--- src/sv/http_request_header_parser_defines.svh ---
// Assertion macros used by the parser engine RTL.
`ifndef HTTP_REQUEST_HEADER_PARSER_DEFINES_SVH
`define HTTP_REQUEST_HEADER_PARSER_DEFINES_SVH

// Same-cycle implication, disabled during reset.
`define HRP_ASSERT_SAME(name, clk, rst, ante, cons, msg) \
  name: assert property (@(posedge clk) disable iff (rst) (ante) |-> (cons)) \
    else $error(msg);

// Next-cycle implication, disabled during reset.
`define HRP_ASSERT_NEXT(name, clk, rst, ante, cons, msg) \
  name: assert property (@(posedge clk) disable iff (rst) (ante) |=> (cons)) \
    else $error(msg);

`endif

--- src/sv/hrp_pkg.sv ---
// Shared types, codes and byte classification for the HTTP request parser.
`default_nettype none
package hrp_pkg;

  localparam logic [1:0] STAT_MORE = 2'd0;
  localparam logic [1:0] STAT_GOOD = 2'd1;
  localparam logic [1:0] STAT_BAD  = 2'd2;

  localparam logic [2:0] CL_DELIM  = 3'd0;
  localparam logic [2:0] CL_METHOD = 3'd1;
  localparam logic [2:0] CL_PATH   = 3'd2;
  localparam logic [2:0] CL_KEY    = 3'd3;
  localparam logic [2:0] CL_VALUE  = 3'd4;
  localparam logic [2:0] CL_HNAME  = 3'd5;
  localparam logic [2:0] CL_HVALUE = 3'd6;

  localparam logic CMD_PARSE   = 1'b0;
  localparam logic CMD_RESTART = 1'b1;

  localparam logic [7:0] CH_TAB   = 8'h09;
  localparam logic [7:0] CH_LF    = 8'h0A;
  localparam logic [7:0] CH_CR    = 8'h0D;
  localparam logic [7:0] CH_SP    = 8'h20;
  localparam logic [7:0] CH_AMP   = 8'h26;
  localparam logic [7:0] CH_DOT   = 8'h2E;
  localparam logic [7:0] CH_SLASH = 8'h2F;
  localparam logic [7:0] CH_COLON = 8'h3A;
  localparam logic [7:0] CH_EQ    = 8'h3D;
  localparam logic [7:0] CH_QUEST = 8'h3F;
  localparam logic [7:0] CH_H     = 8'h48;
  localparam logic [7:0] CH_P     = 8'h50;
  localparam logic [7:0] CH_T     = 8'h54;
  localparam logic [7:0] CH_DEL   = 8'h7F;
  localparam logic [7:0] CH_ZERO  = 8'h30;
  localparam logic [7:0] CH_NINE  = 8'h39;
  localparam logic [7:0] CTL_MAX  = 8'h1F;
  localparam logic [11:0] VER_MAX = 12'd255;

  typedef struct packed {
    logic       cmd;
    logic [7:0] in_byte;
  } req_item_t;

  typedef struct packed {
    logic [1:0] status;
    logic [2:0] byte_class;
    logic       new_entry;
    logic [7:0] out_byte;
    logic [7:0] major_version;
    logic [7:0] minor_version;
  } res_item_t;

  function automatic logic is_ctl(input logic [7:0] b);
    return (b <= CTL_MAX) || (b == CH_DEL);
  endfunction

  function automatic logic is_special(input logic [7:0] b);
    logic r;
    case (b)
      8'h28, 8'h29, 8'h3C, 8'h3E, 8'h40, 8'h2C, 8'h3B, 8'h3A, 8'h5C, 8'h22,
      8'h2F, 8'h5B, 8'h5D, 8'h3F, 8'h3D, 8'h7B, 8'h7D, 8'h20, 8'h09: begin
        r = 1'b1;
      end
      default: begin
        r = 1'b0;
      end
    endcase
    return r;
  endfunction

  // Bytes with the top bit set are never token characters.
  function automatic logic is_token(input logic [7:0] b);
    return !b[7] && !is_ctl(b) && !is_special(b);
  endfunction

  function automatic logic is_digit(input logic [7:0] b);
    return (b >= CH_ZERO) && (b <= CH_NINE);
  endfunction

  // value*10 + digit, saturating at 255.
  function automatic logic [7:0] add_digit(input logic [7:0] v, input logic [7:0] b);
    logic [11:0] r;
    r = {1'b0, v, 3'b000} + {3'b000, v, 1'b0} + {8'd0, b[3:0]};
    return (r > VER_MAX) ? 8'hFF : r[7:0];
  endfunction

endpackage
`default_nettype wire

--- src/sv/hrp_if.sv ---
// Valid/ready channel interfaces for request bytes and parse results.
`default_nettype none
interface hrp_in_if;
  logic       valid;
  logic       ready;
  logic       cmd;
  logic [7:0] in_byte;

  modport source (output valid, output cmd, output in_byte, input ready);
  modport sink   (input valid, input cmd, input in_byte, output ready);
endinterface

interface hrp_out_if;
  logic       valid;
  logic       ready;
  logic [1:0] status;
  logic [2:0] byte_class;
  logic       new_entry;
  logic [7:0] out_byte;
  logic [7:0] major_version;
  logic [7:0] minor_version;

  modport source (output valid, output status, output byte_class, output new_entry,
                  output out_byte, output major_version, output minor_version,
                  input ready);
  modport sink   (input valid, input status, input byte_class, input new_entry,
                  input out_byte, input major_version, input minor_version,
                  output ready);
endinterface
`default_nettype wire

--- src/sv/hrp_in_reg.sv ---
// Input register: captures one request transaction and holds it for the parser.
`default_nettype none
module hrp_in_reg (
  input  wire logic              clk,
  input  wire logic              rst,
  hrp_in_if.sink                 req,
  input  wire logic              advance,
  output logic                   item_valid,
  output hrp_pkg::req_item_t     item
);
  import hrp_pkg::*;

  // Take a new transaction whenever the register is empty or drains this cycle.
  assign req.ready = !item_valid || advance;

  always_ff @(posedge clk) begin
    if (rst) begin
      item_valid <= 1'b0;
    end else if (req.ready) begin
      item_valid <= req.valid;
    end
  end

  always_ff @(posedge clk) begin
    if (req.valid && req.ready) begin
      item.cmd     <= req.cmd;
      item.in_byte <= req.in_byte;
    end
  end
endmodule
`default_nettype wire

--- src/sv/hrp_engine.sv ---
// Parse state machine: one request byte per step, version counters and header flag.
`default_nettype none
`include "http_request_header_parser_defines.svh"
module hrp_engine (
  input  wire logic              clk,
  input  wire logic              rst,
  input  wire logic              fire,
  input  wire hrp_pkg::req_item_t item,
  output hrp_pkg::res_item_t     res
);
  import hrp_pkg::*;

  typedef enum logic [4:0] {
    ST_METHOD_START  = 5'd0,
    ST_METHOD        = 5'd1,
    ST_URI_PATH      = 5'd2,
    ST_URI_KEY       = 5'd3,
    ST_URI_VALUE     = 5'd4,
    ST_VER_H         = 5'd5,
    ST_VER_T1        = 5'd6,
    ST_VER_T2        = 5'd7,
    ST_VER_P         = 5'd8,
    ST_VER_SLASH     = 5'd9,
    ST_MAJOR_START   = 5'd10,
    ST_MAJOR         = 5'd11,
    ST_MINOR_START   = 5'd12,
    ST_MINOR         = 5'd13,
    ST_NL1           = 5'd14,
    ST_LINE_START    = 5'd15,
    ST_LWS           = 5'd16,
    ST_HNAME         = 5'd17,
    ST_SP_BEFORE_VAL = 5'd18,
    ST_HVALUE        = 5'd19,
    ST_NL2           = 5'd20,
    ST_NL3           = 5'd21,
    ST_HELD_GOOD     = 5'd22,
    ST_HELD_BAD      = 5'd23
  } state_t;

  state_t     state, state_next;
  logic [7:0] major_count, major_count_next;
  logic [7:0] minor_count, minor_count_next;
  logic       header_seen, header_seen_next;
  logic       bad;
  logic [1:0] status;
  logic [2:0] cls;
  logic       entry;
  logic [7:0] b;

  assign b = item.in_byte;

  always_comb begin
    state_next       = state;
    major_count_next = major_count;
    minor_count_next = minor_count;
    header_seen_next = header_seen;
    status           = STAT_MORE;
    cls              = CL_DELIM;
    entry            = 1'b0;
    bad              = 1'b0;
    if (item.cmd == CMD_RESTART) begin
      state_next       = ST_METHOD_START;
      major_count_next = '0;
      minor_count_next = '0;
      header_seen_next = 1'b0;
    end else begin
      case (state)
        ST_METHOD_START: begin
          if (is_token(b)) begin
            state_next = ST_METHOD;
            cls        = CL_METHOD;
          end else bad = 1'b1;
        end
        ST_METHOD: begin
          if (b == CH_SP) state_next = ST_URI_PATH;
          else if (is_token(b)) cls = CL_METHOD;
          else bad = 1'b1;
        end
        ST_URI_PATH: begin
          if (b == CH_SP) state_next = ST_VER_H;
          else if (is_ctl(b)) bad = 1'b1;
          else if (b == CH_QUEST) begin
            state_next = ST_URI_KEY;
            entry      = 1'b1;
          end else cls = CL_PATH;
        end
        ST_URI_KEY: begin
          if (b == CH_SP) state_next = ST_VER_H;
          else if (is_ctl(b)) bad = 1'b1;
          else if (b == CH_EQ) state_next = ST_URI_VALUE;
          else cls = CL_KEY;
        end
        ST_URI_VALUE: begin
          if (b == CH_SP) state_next = ST_VER_H;
          else if (is_ctl(b)) bad = 1'b1;
          else if (b == CH_AMP) begin
            state_next = ST_URI_KEY;
            entry      = 1'b1;
          end else cls = CL_VALUE;
        end
        ST_VER_H: begin
          if (b == CH_H) state_next = ST_VER_T1; else bad = 1'b1;
        end
        ST_VER_T1: begin
          if (b == CH_T) state_next = ST_VER_T2; else bad = 1'b1;
        end
        ST_VER_T2: begin
          if (b == CH_T) state_next = ST_VER_P; else bad = 1'b1;
        end
        ST_VER_P: begin
          if (b == CH_P) state_next = ST_VER_SLASH; else bad = 1'b1;
        end
        ST_VER_SLASH: begin
          if (b == CH_SLASH) begin
            major_count_next = '0;
            minor_count_next = '0;
            state_next       = ST_MAJOR_START;
          end else bad = 1'b1;
        end
        ST_MAJOR_START: begin
          if (is_digit(b)) begin
            major_count_next = add_digit(major_count, b);
            state_next       = ST_MAJOR;
          end else bad = 1'b1;
        end
        ST_MAJOR: begin
          if (b == CH_DOT) state_next = ST_MINOR_START;
          else if (is_digit(b)) major_count_next = add_digit(major_count, b);
          else bad = 1'b1;
        end
        ST_MINOR_START: begin
          if (is_digit(b)) begin
            minor_count_next = add_digit(minor_count, b);
            state_next       = ST_MINOR;
          end else bad = 1'b1;
        end
        ST_MINOR: begin
          if (b == CH_CR) state_next = ST_NL1;
          else if (is_digit(b)) minor_count_next = add_digit(minor_count, b);
          else bad = 1'b1;
        end
        ST_NL1: begin
          if (b == CH_LF) state_next = ST_LINE_START; else bad = 1'b1;
        end
        ST_LINE_START: begin
          if (b == CH_CR) state_next = ST_NL3;
          else if (header_seen && (b == CH_SP || b == CH_TAB)) state_next = ST_LWS;
          else if (is_token(b)) begin
            header_seen_next = 1'b1;
            state_next       = ST_HNAME;
            cls              = CL_HNAME;
            entry            = 1'b1;
          end else bad = 1'b1;
        end
        ST_LWS: begin
          if (b == CH_CR) state_next = ST_NL2;
          else if (b == CH_SP || b == CH_TAB) state_next = ST_LWS;
          else if (is_ctl(b)) bad = 1'b1;
          else begin
            state_next = ST_HVALUE;
            cls        = CL_HVALUE;
          end
        end
        ST_HNAME: begin
          if (b == CH_COLON) state_next = ST_SP_BEFORE_VAL;
          else if (is_token(b)) cls = CL_HNAME;
          else bad = 1'b1;
        end
        ST_SP_BEFORE_VAL: begin
          if (b == CH_SP) state_next = ST_HVALUE; else bad = 1'b1;
        end
        ST_HVALUE: begin
          if (b == CH_CR) state_next = ST_NL2;
          else if (is_ctl(b)) bad = 1'b1;
          else cls = CL_HVALUE;
        end
        ST_NL2: begin
          if (b == CH_LF) state_next = ST_LINE_START; else bad = 1'b1;
        end
        ST_NL3: begin
          if (b == CH_LF) begin
            state_next = ST_HELD_GOOD;
            status     = STAT_GOOD;
          end else bad = 1'b1;
        end
        ST_HELD_GOOD: begin
          status = STAT_GOOD;
        end
        default: begin
          bad = 1'b1;
        end
      endcase
      if (bad) begin
        state_next = ST_HELD_BAD;
        status     = STAT_BAD;
        cls        = CL_DELIM;
        entry      = 1'b0;
      end
    end
  end

  assign res.status        = status;
  assign res.byte_class    = cls;
  assign res.new_entry     = entry;
  assign res.out_byte      = (item.cmd == CMD_RESTART) ? 8'd0 : b;
  assign res.major_version = major_count_next;
  assign res.minor_version = minor_count_next;

  always_ff @(posedge clk) begin
    if (rst) begin
      state       <= ST_METHOD_START;
      major_count <= '0;
      minor_count <= '0;
      header_seen <= 1'b0;
    end else if (fire) begin
      state       <= state_next;
      major_count <= major_count_next;
      minor_count <= minor_count_next;
      header_seen <= header_seen_next;
    end
  end

  `HRP_ASSERT_NEXT(a_restart_clears, clk, rst, fire && item.cmd == CMD_RESTART,
    state == ST_METHOD_START && major_count == 8'd0 && minor_count == 8'd0 && !header_seen,
    "restart did not clear parser state")
  `HRP_ASSERT_SAME(a_held_bad_sticks, clk, rst,
    fire && item.cmd == CMD_PARSE && state == ST_HELD_BAD,
    res.status == STAT_BAD && res.byte_class == CL_DELIM && state_next == ST_HELD_BAD,
    "held bad state left without restart")
  `HRP_ASSERT_SAME(a_entry_source, clk, rst, fire && res.new_entry,
    res.status == STAT_MORE &&
    (state == ST_URI_PATH || state == ST_URI_VALUE || state == ST_LINE_START),
    "new entry mark from unexpected state")
  `HRP_ASSERT_NEXT(a_idle_holds, clk, rst, !fire,
    $stable(state) && $stable(major_count) && $stable(minor_count) && $stable(header_seen),
    "parser state moved without a transaction")
endmodule
`default_nettype wire

--- src/sv/hrp_out_reg.sv ---
// Result register: holds one parse result until the consumer takes it.
`default_nettype none
module hrp_out_reg (
  input  wire logic              clk,
  input  wire logic              rst,
  input  wire logic              load,
  input  wire hrp_pkg::res_item_t res_d,
  output logic                   can_take,
  hrp_out_if.source              res
);
  import hrp_pkg::*;

  res_item_t held;

  // Room when empty or when the current result leaves this cycle.
  assign can_take = !res.valid || res.ready;

  always_ff @(posedge clk) begin
    if (rst) begin
      res.valid <= 1'b0;
    end else if (can_take) begin
      res.valid <= load;
    end
  end

  always_ff @(posedge clk) begin
    if (load && can_take) begin
      held <= res_d;
    end
  end

  assign res.status        = held.status;
  assign res.byte_class    = held.byte_class;
  assign res.new_entry     = held.new_entry;
  assign res.out_byte      = held.out_byte;
  assign res.major_version = held.major_version;
  assign res.minor_version = held.minor_version;
endmodule
`default_nettype wire

--- src/sv/http_request_header_parser.sv ---
// Top level of the HTTP/1.1 request line and header parser.
`default_nettype none
// Streaming HTTP/1.1 request parser. Feed the request one byte per transaction
// on req (cmd 0 = parse in_byte, cmd 1 = restart for a new request); every
// transaction yields exactly one result on res carrying a status (more,
// complete, malformed), the class of the byte (method, path, query key/value,
// header name/value or delimiter), a mark on the byte that opens a query
// parameter or header, the echoed byte and the major/minor version parsed so
// far (saturating at 255). Once a request completes or turns out malformed the
// parser holds that status until a restart. Throughput is one byte per clock
// cycle, sustained, as long as res is drained. The input register loads at the
// accepting edge; the state transition then updates the parser state and loads
// the result register together, at an edge where the result register has
// room. That state transition is the only feedback loop and sets the rate.
// Strings are not stored and the URI is not percent-decoded.
module http_request_header_parser (
  input  wire logic clk,
  input  wire logic rst,
  hrp_in_if.sink    req,
  hrp_out_if.source res
);
  import hrp_pkg::*;

  logic      item_valid;
  req_item_t item;
  res_item_t step_res;
  logic      can_take;
  logic      fire;

  // Advance the parser when a byte waits and the result register has room.
  assign fire = item_valid && can_take;

  hrp_in_reg u_in_reg (
    .clk        (clk),
    .rst        (rst),
    .req        (req),
    .advance    (fire),
    .item_valid (item_valid),
    .item       (item)
  );

  hrp_engine u_engine (
    .clk  (clk),
    .rst  (rst),
    .fire (fire),
    .item (item),
    .res  (step_res)
  );

  hrp_out_reg u_out_reg (
    .clk      (clk),
    .rst      (rst),
    .load     (fire),
    .res_d    (step_res),
    .can_take (can_take),
    .res      (res)
  );
endmodule
`default_nettype wire

--- src/flat_wrapper.sv ---
// flat-port wrapper written by rule: the top's interface ports become plain ports
module http_request_header_parser_flat import hrp_pkg::*;
  (clk, rst, req_valid, req_cmd, req_in_byte, req_ready, res_valid, res_status, res_byte_class, res_new_entry, res_out_byte, res_major_version, res_minor_version, res_ready);
  hrp_in_if req_i ();
  hrp_out_if res_i ();
  input  wire logic clk;
  input  wire logic rst;
  input wire logic [$bits(req_i.valid)-1:0] req_valid;
  input wire logic [$bits(req_i.cmd)-1:0] req_cmd;
  input wire logic [$bits(req_i.in_byte)-1:0] req_in_byte;
  output wire logic [$bits(req_i.ready)-1:0] req_ready;
  output wire logic [$bits(res_i.valid)-1:0] res_valid;
  output wire logic [$bits(res_i.status)-1:0] res_status;
  output wire logic [$bits(res_i.byte_class)-1:0] res_byte_class;
  output wire logic [$bits(res_i.new_entry)-1:0] res_new_entry;
  output wire logic [$bits(res_i.out_byte)-1:0] res_out_byte;
  output wire logic [$bits(res_i.major_version)-1:0] res_major_version;
  output wire logic [$bits(res_i.minor_version)-1:0] res_minor_version;
  input wire logic [$bits(res_i.ready)-1:0] res_ready;
  assign req_i.valid = req_valid;
  assign req_i.cmd = req_cmd;
  assign req_i.in_byte = req_in_byte;
  assign req_ready = req_i.ready;
  assign res_valid = res_i.valid;
  assign res_status = res_i.status;
  assign res_byte_class = res_i.byte_class;
  assign res_new_entry = res_i.new_entry;
  assign res_out_byte = res_i.out_byte;
  assign res_major_version = res_i.major_version;
  assign res_minor_version = res_i.minor_version;
  assign res_i.ready = res_ready;
  http_request_header_parser u_core (.clk(clk), .rst(rst), .req(req_i), .res(res_i));
endmodule
--- config.mk ---
export PLATFORM = sky130hd
export DESIGN_NAME = http_request_header_parser_flat
export DESIGN_NICKNAME = d
export VERILOG_FILES = /design/src/sv/hrp_pkg.sv /design/src/sv/hrp_if.sv /design/src/sv/hrp_in_reg.sv /design/src/sv/hrp_engine.sv /design/src/sv/hrp_out_reg.sv /design/src/sv/http_request_header_parser.sv /design/src/flat_wrapper.sv
export VERILOG_INCLUDE_DIRS = /design/src /design/src/sv
export SDC_FILE = /design/constraint.sdc
export NUM_CORES = 1
export LEC_CHECK = 0
export BUFFER_PORTS_ARGS = -buffer_cell sky130_fd_sc_hd__buf_2
export CAP_MARGIN = 10
export CORE_MARGIN = 10
export CORE_UTILIZATION = 40
export DETAILED_ROUTE_END_ITERATION = 7
export GPL_TIMING_DRIVEN = 0
export SETUP_SLACK_MARGIN = 0.05
export SLEW_MARGIN = 15
export SYNTH_ARGS = -nofsm -noshare
export SYNTH_HDL_FRONTEND = slang
export SYNTH_SLANG_ARGS = --single-unit
--- constraint.sdc ---
create_clock -name clk -period 5 [get_ports clk]
set_clock_uncertainty 0.2 [all_clocks]
set_input_delay 1 -clock clk [delete_from_list [all_inputs] [get_ports clk]]
set_output_delay 1 -clock clk [all_outputs]
set_load 0.01 [all_outputs]
Yosys cells after proc, flatten, opt, wreduce, memory -nomap -nowiden:

Index checks and enable logic that the tools add are counted.

* memories: 0
* ROM bits: 0
* output and inout bits: 32
* latch bits: 0
* input port bits: 13
* RAM bits: 0
* register bits after elaboration: 63

* eq/ne operators: 75
* $mul: 0
* magnitude comparators: 5
* add/subtract/negate cells: 4
* bitwise operators: 0
* mux-type cells: 123
* shift operators: 0
* reduce and logical (&&, ||, !) cells: 35
* divide/modulo/power cells: 0

Operators with widths (count)
* two-way mux 5 bit: 33
* equality test 8 x 6 -> 1 bit, second input constant: 14
* case mux 5 bit (21 select lines): 1
* equality test 8 x 7 -> 1 bit, second input constant: 10
* two-way mux 8 bit: 10
* inequality test 4 x 3 -> 1 bit, second input constant: 15
* two-way mux 1 bit: 54
* case mux 8 bit (3 select lines): 2
* equality test 5 x 4 -> 1 bit, second input constant: 8
* two-way mux 3 bit: 12
* equality test 5 bit, second input constant: 7
* inequality test 5 x 4 -> 1 bit, second input constant: 6
* case mux 3 bit (9 select lines): 1
* AND reduction 26 bit: 1
* adder 11 x 9 -> 12 bit: 2
* adder 12 x 4 -> 12 bit: 2
* equality test 8 x 4 -> 1 bit, second input constant: 3
* > comparator 12 x 8 -> 1 bit, second input constant: 2
* nonzero test 23 bit: 1
* equality test 5 x 3 -> 1 bit, second input constant: 4
* OR reduction 19 bit: 1
* case mux 1 bit (17 select lines): 1
* two-way mux 2 bit: 7
* inequality test 6 x 5 -> 1 bit, second input constant: 2
* other kinds (17): 43

Logic depth before layout (Yosys ltp):

Gate-level depths: netlist (run 1).

* depth after elaboration: 16
* gate-level depth with buffers: 13
* depth with buffers taken out: 12

Modules after synthesis:

Synthesis (run 1) repeated with hierarchy kept, for this count alone.

* cell total of the unflattened synthesis: 499
* area total of the unflattened synthesis: 4524.3 um^2

Modules (own cells, without submodules)
* hrp_engine: cells an instance 449, area each 3236.9 um^2, times used 1, seq. area each 440.4 um^2
* hrp_out_reg: cells an instance 35, area each 955.9 um^2, times used 1, seq. area each 920.9 um^2
* hrp_in_reg: cells an instance 14, area each 325.3 um^2, times used 1, seq. area each 290.3 um^2
* http_request_header_parser: cells an instance 1, area each 6.3 um^2, times used 1, seq. area each 0.0 um^2

Least setup slack after synthesis (run 1):

No wires, ideal clock.

* path kind: flip-flop to flip-flop
* start point: register u_core.u_in_reg.item[4] (netlist name)
* end point: register u_core.u_engine.state[3]
* data arrival time: 3.304 ns
* stages on the path, launching flop included: 11
* setup time: 0.123 ns
* clock period less this slack: 3.628 ns
* buffers on the path: 2
* setup slack: 1.372 ns
* cells stage by stage: edfxtp_1 buf_2 or4_4 or2_1 a311o_1 or3_1 a221o_1 or4_1 buf_2 a21oi_4 mux2_1

* word-level cells in the longest chain between the ends: 16

RTL lines
* equality test 8 x 6 -> 1 bit (tied with other cells): RTL line hrp_pkg.sv:59, hrp_engine.sv:82
* OR reduction 19 bit: RTL line hrp_pkg.sv:59 `case (b)`
* two-way mux 1 bit: RTL line hrp_pkg.sv:59
* two-way mux 1 bit: RTL line hrp_engine.sv:147 `else if (header_seen && (b == CH_SP || b == CH_TAB)) state_next = ST_LWS;`
* two-way mux 1 bit: RTL line hrp_engine.sv:146 `if (b == CH_CR) state_next = ST_NL3;`
* two-way mux 1 bit: RTL line hrp_engine.sv:67 `case (state)`
* two-way mux 1 bit: RTL line hrp_engine.sv:61 `if (item.cmd == CMD_RESTART) begin`
* logical NOT 1 bit: RTL line hrp_pkg.sv:73 `return !b[7] && !is_ctl(b) && !is_special(b);`
* logical AND 1 bit: RTL line hrp_pkg.sv:73
* two-way mux 1 bit: RTL line hrp_engine.sv:148 `else if (is_token(b)) begin`
* two-way mux 1 bit: RTL line hrp_engine.sv:147
* two-way mux 1 bit: RTL line hrp_engine.sv:146
* case mux 1 bit (17 select lines): RTL line hrp_engine.sv:67
* two-way mux 1 bit: RTL line hrp_engine.sv:61
* nonzero test 23 bit (no source line) (tied with other cells)
* AND reduction 26 bit (no source line) / two-way mux 5 bit (equally long branches)
* to (signal assigned): RTL line hrp_engine.sv:216 `state <= state_next;`
* to (decl): RTL line hrp_engine.sv:40 `state_t state, state_next;`

Parallel ways exist; a longest one is shown, timed or not. The select of a mux whose other input is x is not followed.
A chain may end at the register's enable or synchronous reset.

Worst setup path after layout (run 1):

* start point: register u_core.u_in_reg.item[1] (netlist name)
* end point: register u_core.u_engine.state[3]

* word-level cells in the longest chain between the ends: 16

RTL lines (RTL line)
* equality test 8 x 6 -> 1 bit (tied with other cells): hrp_pkg.sv:59, hrp_engine.sv:82
* OR reduction 19 bit: hrp_pkg.sv:59
* two-way mux 1 bit: hrp_pkg.sv:59
* two-way mux 1 bit: hrp_engine.sv:147
* two-way mux 1 bit: hrp_engine.sv:146
* two-way mux 1 bit: hrp_engine.sv:67
* two-way mux 1 bit: hrp_engine.sv:61
* logical NOT 1 bit: hrp_pkg.sv:73
* logical AND 1 bit: hrp_pkg.sv:73
* two-way mux 1 bit: hrp_engine.sv:148
* two-way mux 1 bit: hrp_engine.sv:147
* two-way mux 1 bit: hrp_engine.sv:146
* case mux 1 bit (17 select lines): hrp_engine.sv:67
* two-way mux 1 bit: hrp_engine.sv:61
* nonzero test 23 bit (no source line) (tied with other cells)
* AND reduction 26 bit (no source line) / two-way mux 5 bit (equally long branches)

Parallel ways exist; a longest one is shown, timed or not. The select of a mux whose other input is x is not followed.

==> flow_summary_export.csv, run 1 <==
group,metric,value,unit
finish,final_nets,617,
hold_path,hold_class,"register to register",
grt,grt_pass1_vias,4159,
floorplan,die_area,15800,µm²
setup_path,regToRegEndpoint,"u_core.u_engine.state[3]",
synth,synth_nets,563,
setup_path,worst_r2r_path_depth,9,
synth,synth_warnings,0,
synth,synth_ff_type,"edfxtp_1",
finish,n_antenna_cell,0,
timing,finalHoldViolations,0,
timing,rsz0062_at_grt,"no",
timing,max_freq,241,MHz
grt,grt_antenna_before_repair,0,
detailed_routing,finalWirelength,13600,µm
grt,grt_overflow,0,
setup_path,path_class,"register to register",
finish,finish.utilization,46.1,%
clocking,hold_buffers,0,
pwr,powerDensity,239,nW/µm²
floorplan,die_width,126,µm
floorplan,rows,38,
setup_path,required,5.03,ns
synth,yosysTopAreaCell,"edfxtp_1",
timing,layout_setup_ws,0.851,ns
floorplan,core_area,10900,µm²
finish,seq_area,1650,µm²
clocking,cts_root_buf,"clkbuf_8",
grt,grt_max_degree,39,
setup_path,cp-start-kind,"register",
synth,syn_area,4460,µm²
pwr,p_total,0.00120,W
setup_path,cp_data_arrival_time,4.18,ns
pwr,peakVddDrop,0.119,mV
detailed_routing,drt_drc_violations_left,0,
status,status,"completed",
floorplan,die_y,126,µm
setup_path,cp-end-kind,"register",
clocking,clockBufferDepth,2,
timing,relSlewSlack,37.9,%
clocking,cts_max_level,3,
synth,synth_top_area_share,26.3,%
floorplan,initial_core_util,41.0,%
finish,fill_cells,1086,
hold_path,hold_start,"u_core.u_engine.major_count[2]",
clocking,ctsResizeCount,0,
timing,period_needed,4.15,ns
detailed_routing,antenna_left,0,
clocking,cts_made_buffers,9,
placed_design,gp_congestion,0.999,
synth,avgSynthCellArea,8.64,µm²
detailed_routing,vias,4299,
setup_path,rrSetupSlack,0.85,ns
grt,gr-usage-all-layers,16.9,%
hold_path,worstHoldEndpoint,"u_core.u_engine.major_count[2]",
placed_design,place_area,4850,µm²
finish,drive_gt1_share,12.2,%
placed_design,io_buffers,43,
detailed_routing,routedWlPerCell,19.0,µm
clocking,path_clk_slew,0.08,ns
detailed_routing,via_per_inst,6.01,
timing,tns,0,ns
clocking,cts_setup_buffers,0,
flow_run,drv_cap,0,
setup_path,worst-path-max-fanout,10,
synth,ys_seq_elements,63,
grt,grt_pass1_wl,22100,µm
synth,async_reset_ff_share,0,%
finish,area_growth,12.6,%
clocking,clock_latency,0.35,ns
hold_path,hold_depth,2,
clocking,cts_tree,"built",
timing,worstMarginPinSlew,0.907,ns
synth,ys_seq_area_share,37.0,%
setup_path,r2r_start,"u_core.u_in_reg.item[1]",
synth,synth_edf_count,39,
synth,syn_inst,516,
clocking,clock_sinks,63,
placed_design,preCtsSetupSlack,0.720,ns
floorplan,io-pin-count,45,
finish,finish.instance_area,5020,µm²
placed_design,dp_hpwl,10100,µm
timing,setup_violations,0,
synth,synth_area_leaders,"edfxtp_1, dfxtp_1, ha_1",
finish,multi_input_comb_area,2620,µm²
detailed_routing,drtIter0Drc,406,
synth,synth.distinct_cells,70,
timing,finalCritPeriodShare,83.0,%
timing,maxSlewViolCount,0,
pwr,p_leak,1.95,nW
detailed_routing,drt_pass1_iterations,4,
[stage by stage]
step | instances | hold slack (ns)
finish | 715 | 0.298
global route | 715 | 0.330
CTS | 715 | 0.298
global placement | 699 | 0.274
detailed placement | 699 | 0.291
floorplan | 516 | 0.259
[critical path, cell delays in order, from the launching register on]
cell	delay (ns)
edfxtp_1	0.58
nor4_1	0.81
a2111oi_0	0.24
a311o_1	0.32
or3_1	0.36
a221o_1	0.34
or4_1	0.40
buf_2	0.18
a21oi_4	0.27
mux2_1	0.35
[cells in the final DEF (no fill, tap or decap), types with 20 or more instances in the layout]
cell type	n
nand2_1	62
buf_2	46
a21oi_1	44
nor2_1	40
edfxtp_1	39
o21ai_0	33
ha_1	30
clkbuf_1	26
dfxtp_1	24
inv_1	20
[cells in the mapped netlist, types with 3 or more instances]
cell,number
o21ai_0,33
nor2b_1,16
xnor2_1,5
o211ai_1,3
fa_1,4
a21o_1,7
o221ai_1,5
or3_1,10
nand2_1,62
nor2_1,40
nor3_1,12
inv_1,20
nand2b_1,9
ha_1,30
clkbuf_1,25
o41ai_1,4
a21oi_1,44
or4_1,4
and2_1,5
mux2i_1,5
and3_1,4
a211oi_1,6
a31oi_1,10
dfxtp_1,24
xor2_1,4
o21a_1,8
buf_2,3
edfxtp_1,39
nand4_1,4
o31ai_1,5
nand3_1,12
nor4_1,6
[layer usage]
| metal | vias to the layer above | share of wire, % | track usage [%] |
|---|---|---|---|
| li1 | 2037 | - | - |
| met5 | - | 0 | 0 |
| met1 | 2045 | 45 | 22.2 |
| met3 | 30 | 7.6 | 4.14 |
| met2 | 187 | 45 | 25.8 |
| met4 | 0 | 2.2 | 7.25 |
[flip-flops by register name, indices dropped and copies added, names as in the netlist]
signal	flops
u_core.u_out_reg.res.new_entry	1
u_core.u_in_reg.item	9
u_core.u_out_reg.res.byte_class	3
u_core.u_engine.minor_count	8
u_core.u_engine.state	5
u_core.u_out_reg.res.out_byte	8
u_core.u_out_reg.res.valid	1
u_core.u_engine.major_count	8
u_core.u_engine.header_seen	1
u_core.u_out_reg.res.major_version	8
u_core.u_out_reg.res.status	2
u_core.u_out_reg.res.minor_version	8
u_core.u_in_reg.item_valid	1
[kinds of logic after synthesis]
kind of cell	synth area share, %
AO/OA/AOI/OAI	22.6
XOR/XNOR	1.77
adder cells (fa/ha/maj)	10.2
buffers and inverters	4.29
flip-flops	37.0
multiplexers	1.37
AND/OR/NAND/NOR	22.7
[how the worst max path moves through the flow]
| stage | start | endpoint | slack, ns | cells after the start |
|---|---|---|---|---|
| after floorplan | u_core.u_in_reg.item[4] | u_core.u_engine.state[3] | 1.37 | 10 |
| after global placement | res_ready | u_core.u_engine.state[3] | 0.41 | 9 |
| after detailed placement | u_core.u_in_reg.item[2] | u_core.u_engine.state[3] | 0.72 | 10 |
| after CTS | u_core.u_in_reg.item[2] | u_core.u_engine.state[3] | 0.69 | 10 |
| after global routing | u_core.u_in_reg.item[7] | u_core.u_engine.state[3] | 0.70 | 10 |
| final | u_core.u_in_reg.item[1] | u_core.u_engine.state[3] | 0.85 | 9 |
[final cells by class]
type	instances	share of cell area [%]
Multi-Input combinational cell	403	52.2
Clock inverter	6	0.747
Sequential cell	63	32.9
Timing Repair Buffer	43	4.28
Clock buffer	10	2.54
Inverter	21	1.59
Buffer	29	2.24
Tap cell	140	3.49
[report_power, final]
group          internal (W)  switching (W)  total, W
logic             0.0000706       0.000150  0.000221
registers          0.000573      0.0000151  0.000588
clock network      0.000177       0.000213  0.000390
No activity file was read; power rests on OpenSTA's default activity.
==> run 2: changes to the inputs <==
Settings changed: ABC_AREA set to 1.
Clock period 5 ns to 4.3 ns, I/O delays scaled along.
==> run 2 against run 1 <==
Utilization increased by 0.35 points. Die area increased by 6.9%. Non-clock buffer count decreased by 13. Sequential cell count unchanged. Register-to-register slack got worse by 0.20 ns. Critical path type unchanged.
==> flow_summary_export.csv, run 2 <==
group,metric,value,unit
grt,grt_max_degree,23,
clocking,hold_buffers,0,
setup_path,worst-path-max-fanout,8,
timing,period_needed,3.65,ns
detailed_routing,via_per_inst,5.26,
detailed_routing,routedWlPerCell,15.9,µm
grt,grt_busiest_layer,"met2",
setup_path,path_class,"register to register",
detailed_routing,drt_drc_violations_left,0,
placed_design,dp_hpwl,11100,µm
finish,n_antenna_cell,0,
pwr,powerDensity,359,nW/µm²
finish,layout_commonest_cell,"nand2_1",
synth,synth_edf_count,39,
grt,gr-usage-all-layers,17.2,%
pwr,p_leak,2.84,nW
clocking,cts_made_buffers,9,
synth,synth_ff_type,"edfxtp_1",
floorplan,die_y,130,µm
timing,tns,0,ns
clocking,cts_tree,"built",
synth,yosysTopAreaCell,"edfxtp_1",
timing,rsz0062_at_grt,"no",
finish,finish.utilization,46.5,%
clocking,cts_root_buf,"clkbuf_16",
synth,synth.distinct_cells,42,
floorplan,die_area,16900,µm²
timing,worstMarginPinSlew,0.628,ns
setup_path,startpoint,"u_core.u_in_reg.item[3]",
synth,syn_area,4830,µm²
pwr,peakVddDrop,0.197,mV
detailed_routing,vias,4614,
grt,grt_pass1_vias,4447,
synth,async_reset_ff_share,0,%
timing,maxSlewViolCount,0,
floorplan,initial_core_util,40.5,%
finish,area_growth,14.7,%
finish,final_nets,773,
placed_design,gp_congestion,0.941,
timing,finalHoldViolations,0,
hold_path,hold_start,"u_core.u_out_reg.res.valid",
hold_path,hold_depth,2,
synth,avgSynthCellArea,7.20,µm²
synth,synth_commonest_cells,"nand2_1, nor2_1, nand3_1",
finish,largest_reg_flops,9,
status,status,"completed",
grt,grt_use_met3,4.91,%
synth,ys_seq_area_share,34.2,%
synth,synth_top_area_share,24.3,%
synth,yosysMostFrequentCell,"nand2_1",
floorplan,io-pin-count,45,
flow_run,drv_cap,0,
setup_path,required,4.20,ns
synth,synth_area_leaders,"edfxtp_1, nand2_1, dfxtp_1",
grt,grt_overflow,0,
grt,grt_antenna_before_repair,0,
synth,syn_inst,670,
synth,synth_warnings,0,
timing,finalCritPeriodShare,84.8,%
floorplan,core_area,11900,µm²
setup_path,cp-start-kind,"register",
clocking,ctsResizeCount,0,
setup_path,r2r_start,"u_core.u_in_reg.item[3]",
detailed_routing,antenna_left,0,
clocking,clockBufferDepth,2,
finish,final_cell_mix,"nand2_1, nor2_1, nand3_1",
grt,use_met1,22.1,%
setup_path,worst_r2r_path_depth,14,
timing,relSlewSlack,58.0,%
hold_path,hold_class,"register to register",
grt,grt_pass1_wl,22700,µm
setup_path,cp_data_arrival_time,3.55,ns
clocking,clock_sinks,63,
synth,synth_nets,717,
floorplan,rows,40,
detailed_routing,finalWirelength,14000,µm
timing,max_freq,274,MHz
placed_design,io_buffers,44,
finish,drive_gt1_share,18.1,%
detailed_routing,drt_pass1_iterations,5,
floorplan,die_width,130,µm
clocking,path_clk_slew,0.05,ns
finish,regMostFlops,"u_core.u_in_reg.item",
clocking,clock_latency,0.34,ns
clocking,cts_setup_buffers,0,
synth,ys_seq_elements,63,
setup_path,cp-end-kind,"register",
grt,grt.met2_usage,27.0,%
detailed_routing,drtIter0Drc,385,
clocking,cts_max_level,3,
timing,setup_violations,0,
run 2: cell count changes after synthesis, moves of 10 or more:
cell      delta
inv_2       +17
clkbuf_1    -16
nand2_1    +111
nor2b_1     -16
nor2_1      +47
nand3_1     +46
nand2_2     +11
inv_1       +37
or3_1       -10
run 2: critical path, cell delays in order, from the launching register on:
cell	delay, ns
edfxtp_1	0.53
inv_2	0.14
fa_1	0.50
inv_1	0.07
fa_1	0.46
a21oi_1	0.26
o21ai_0	0.17
nand3_1	0.10
a21oi_1	0.06
nor2_1	0.43
nand3_1	0.15
o211ai_1	0.12
nand2_1	0.08
nand2_1	0.09
inv_1	0.04
run 2: final cells by class:
cell class / instances / area (µm²)
plain buffers: 14 / 61.3
clock buffers: 13 / 260
inverters: 76 / 288
well taps: 147 / 184
multi-input cells: 517 / 2830
repair buffers: 45 / 248
flip-flops and latches: 63 / 1650
fillers: 1221 / 6370
clock inverters: 3 / 17.5
run 2: path summary, 6_finish.rpt:
kind              slack, ns                                    end
hold reg to reg        0.31             u_core.u_out_reg.res.valid
setup reg to reg       0.65  u_core.u_out_reg.res.major_version[0]
setup / recovery       0.65  u_core.u_out_reg.res.major_version[0]
hold / removal         0.31             u_core.u_out_reg.res.valid
run 2: kinds of logic (layout without fill, tap and decap cells):
group | Yosys count | after routing | synth area share (%)
simple gates | 375 | 375 | 35.6
compound gates | 100 | 100 | 12.1
buf+inv | 90 | 151 | 7.21
flops | 63 | 63 | 34.2
fa+ha+maj | 34 | 34 | 9.44
xor+xnor | 8 | 8 | 1.45
run 2: stage by stage:
step                cell area (µm²)  hold slack [ns]  instances  worst slack [ns]  total power (W)
floorplan                      4830            0.302        670              1.19          0.00115
global placement               5230            0.284        861             0.662          0.00130
detailed placement             5260            0.308        862             0.706          0.00131
CTS                            5540            0.316        878             0.680          0.00201
global route                   5540            0.346        878             0.393          0.00210
finish                         5540            0.312        878             0.652          0.00199
run 2: metal layers:
layer	wire length, µm	up-vias
li1	-	2327
met1	6540	2124
met2	6360	134
met3	766	29
met4	306	0
met5	0	-
run 2: power breakdown:
part	switching (W)	internal, W	total [W]
sequential	0.0000369	0.000685	0.000722
combinational	0.000388	0.000189	0.000577
clock	0.000271	0.000420	0.000691
total	0.000696	0.00129	0.00199
==> run 3: changes to the inputs <==
Clock period 4.3 ns to 3.7 ns, I/O delays scaled along.
==> run 3 against run 2 <==
Utilization increased by 0.18 points. First-iteration DRC count decreased by 2.6%. Die area unchanged. Via count increased by 0.30%. Critical path depth decreased by 1. Global-route usage unchanged. Total power increased by 17%. Final area increased by 0.38%. Highest routed layer unchanged.
==> flow_summary_export.csv, run 3 (synthesis gave the netlist of run 2 again) <==
group,metric,value,unit
setup_path,cp-end-kind,"register",
clocking,clock_sinks,63,
detailed_routing,drtIter0Drc,375,
timing,layout_setup_ws,0.283,ns
setup_path,crit_family,"adder cells",
timing,maxSlewViolCount,0,
timing,max_freq,293,MHz
timing,setup_violations,0,
detailed_routing,routedWlPerCell,15.9,µm
detailed_routing,drt_pass1_iterations,5,
grt,gr-usage-all-layers,17.2,%
detailed_routing,drt_drc_violations_left,0,
finish,area_growth,15.2,%
setup_path,worst_r2r_path_depth,13,
setup_path,required,3.59,ns
setup_path,rrSetupSlack,0.28,ns
setup_path,crit_cells,13,
setup_path,worst-path-max-fanout,8,
setup_path,startpoint,"u_core.u_in_reg.item[3]",
floorplan,die_area,16900,µm²
setup_path,r2r_start,"u_core.u_in_reg.item[3]",
timing,worstMarginPinSlew,0.625,ns
finish,n_antenna_cell,0,
setup_path,critPathSlowestCell,"fa_1",
grt,grt_pass1_vias,4447,
pwr,p_leak,2.85,nW
placed_design,gp_congestion,0.941,
clocking,hold_buffers,0,
timing,tns,0,ns
floorplan,io-pin-count,45,
finish,largest_reg_flops,9,
setup_path,regToRegEndpoint,"u_core.u_out_reg.res.minor_version[7]",
setup_path,endpoint,"u_core.u_out_reg.res.minor_version[7]",
floorplan,die_y,130,µm
finish,drive_gt1_share,18.6,%
pwr,powerDensity,417,nW/µm²
floorplan,core_area,11900,µm²
setup_path,cp_data_arrival_time,3.31,ns
clocking,clockBufferDepth,2,
pwr,peakVddDrop,0.229,mV
detailed_routing,vias,4628,
timing,period_needed,3.42,ns
grt,grt_max_degree,23,
hold_path,hold_depth,2,
grt,grt_antenna_before_repair,0,
finish,regMostFlops,"u_core.u_in_reg.item",
timing,relSlewSlack,58.2,%
setup_path,cpMostUsedCell,"nand2_1",
finish,layout_commonest_cell,"nand2_1",
timing,finalHoldViolations,0,
placed_design,preCtsSetupSlack,0.106,ns
pwr,p_total,0.00232,W
placed_design,dp_hpwl,11100,µm
setup_path,cpPeakStageDelay,0.50,ns
clocking,cts_root_buf,"clkbuf_16",
placed_design,io_buffers,44,
clocking,path_clk_slew,0.05,ns
floorplan,die_width,130,µm
flow_run,drv_cap,0,
setup_path,worstPathCellList,"buf_4 -> fa_1 -> fa_1 -> nand2_1 -> a21oi_1 -> or2_2 -> a21o_1 -> a21oi_2 -> nand3_1 -> nand3_1 -> nand2_1 -> nand2_1 -> inv_1",
floorplan,rows,40,
timing,rsz0062_at_grt,"no",
status,status,"completed",
clocking,cts_tree,"built",
clocking,clock_latency,0.35,ns
finish,final_nets,775,
detailed_routing,via_per_inst,5.26,
detailed_routing,finalWirelength,14000,µm
floorplan,initial_core_util,40.5,%
hold_path,hold_start,"u_core.u_out_reg.res.valid",
grt,grt_overflow,0,
timing,finalCritPeriodShare,92.3,%
detailed_routing,antenna_left,0,
clocking,cts_made_buffers,9,
setup_path,cp-start-kind,"register",
hold_path,hold_class,"register to register",
clocking,cts_max_level,3,
setup_path,path_class,"register to register",
grt,grt_pass1_wl,22700,µm
finish,final_cell_mix,"nand2_1, nor2_1, nand3_1",
setup_path,critPathBufInv,2,
run 3: per-layer routing:
layer / track usage (%) / wire (µm) / share of wire, % / vias up
li1: - / - / - / 2334
met3: 4.91 / 750 / 5.4 / 21
met1: 22.1 / 6600 / 47 / 2143
met5: 0 / 0 / 0 / -
met4: 6.48 / 290 / 2.1 / 0
met2: 27.0 / 6370 / 45 / 130
run 3: where the power goes:
part | total [W] | switching, W | leakage [nW] | internal (W)
registers | 0.000839 | 0.0000420 | 0.568 | 0.000797
clock network | 0.000804 | 0.000317 | 0.136 | 0.000488
logic | 0.000677 | 0.000454 | 2.14 | 0.000222
total | 0.00232 | 0.000813 | 2.85 | 0.00151
run 3: worst min-delay path by stage:
stage                                   to  slack [ns]
2_1_floorplan  u_core.u_engine.header_seen        0.30
3_3_place_gp    u_core.u_out_reg.res.valid        0.28
3_5_place_dp    u_core.u_out_reg.res.valid        0.31
4_1_cts         u_core.u_out_reg.res.valid        0.32
5_1_grt         u_core.u_out_reg.res.valid        0.35
6_report        u_core.u_out_reg.res.valid        0.31
run 3: area by class of cell:
cell class / count / area, µm²
repair buffers: 47 / 263
multi-input cells: 517 / 2830
clock buffers: 13 / 260
fillers: 1224 / 6350
flip-flops and latches: 63 / 1650
inverters: 76 / 288
well taps: 147 / 184
plain buffers: 14 / 61.3
clock inverters: 3 / 17.5
run 3: worst reg2reg max path: cells and delay by family, from the launching register on:
kind,cells,cell delay (ns)
AOI/OAI and AO/OA,3,0.57
adders and majority gates,2,0.97
buffers and inverters,2,0.23
DFF,1,0.45
and+or+nand+nor,6,0.75
run 3: stage by stage:
step | cells | hold WS (ns) | cell area (µm²) | utilization, %
final | 880 | 0.312 | 5560 | 46.7
after global routing | 880 | 0.346 | 5560 | 46.7
after CTS | 878 | 0.316 | 5540 | 46.5
after detailed placement | 862 | 0.308 | 5260 | 44.1
after global placement | 861 | 0.284 | 5230 | 43.9
after floorplan | 670 | 0.302 | 4830 | -
run 3: what timing repair did:
item | in CTS | in global routing
gates resized for setup | 0 | 2
endpoints found under the setup margin | 0 | 30
buffers inserted | 0 | 2
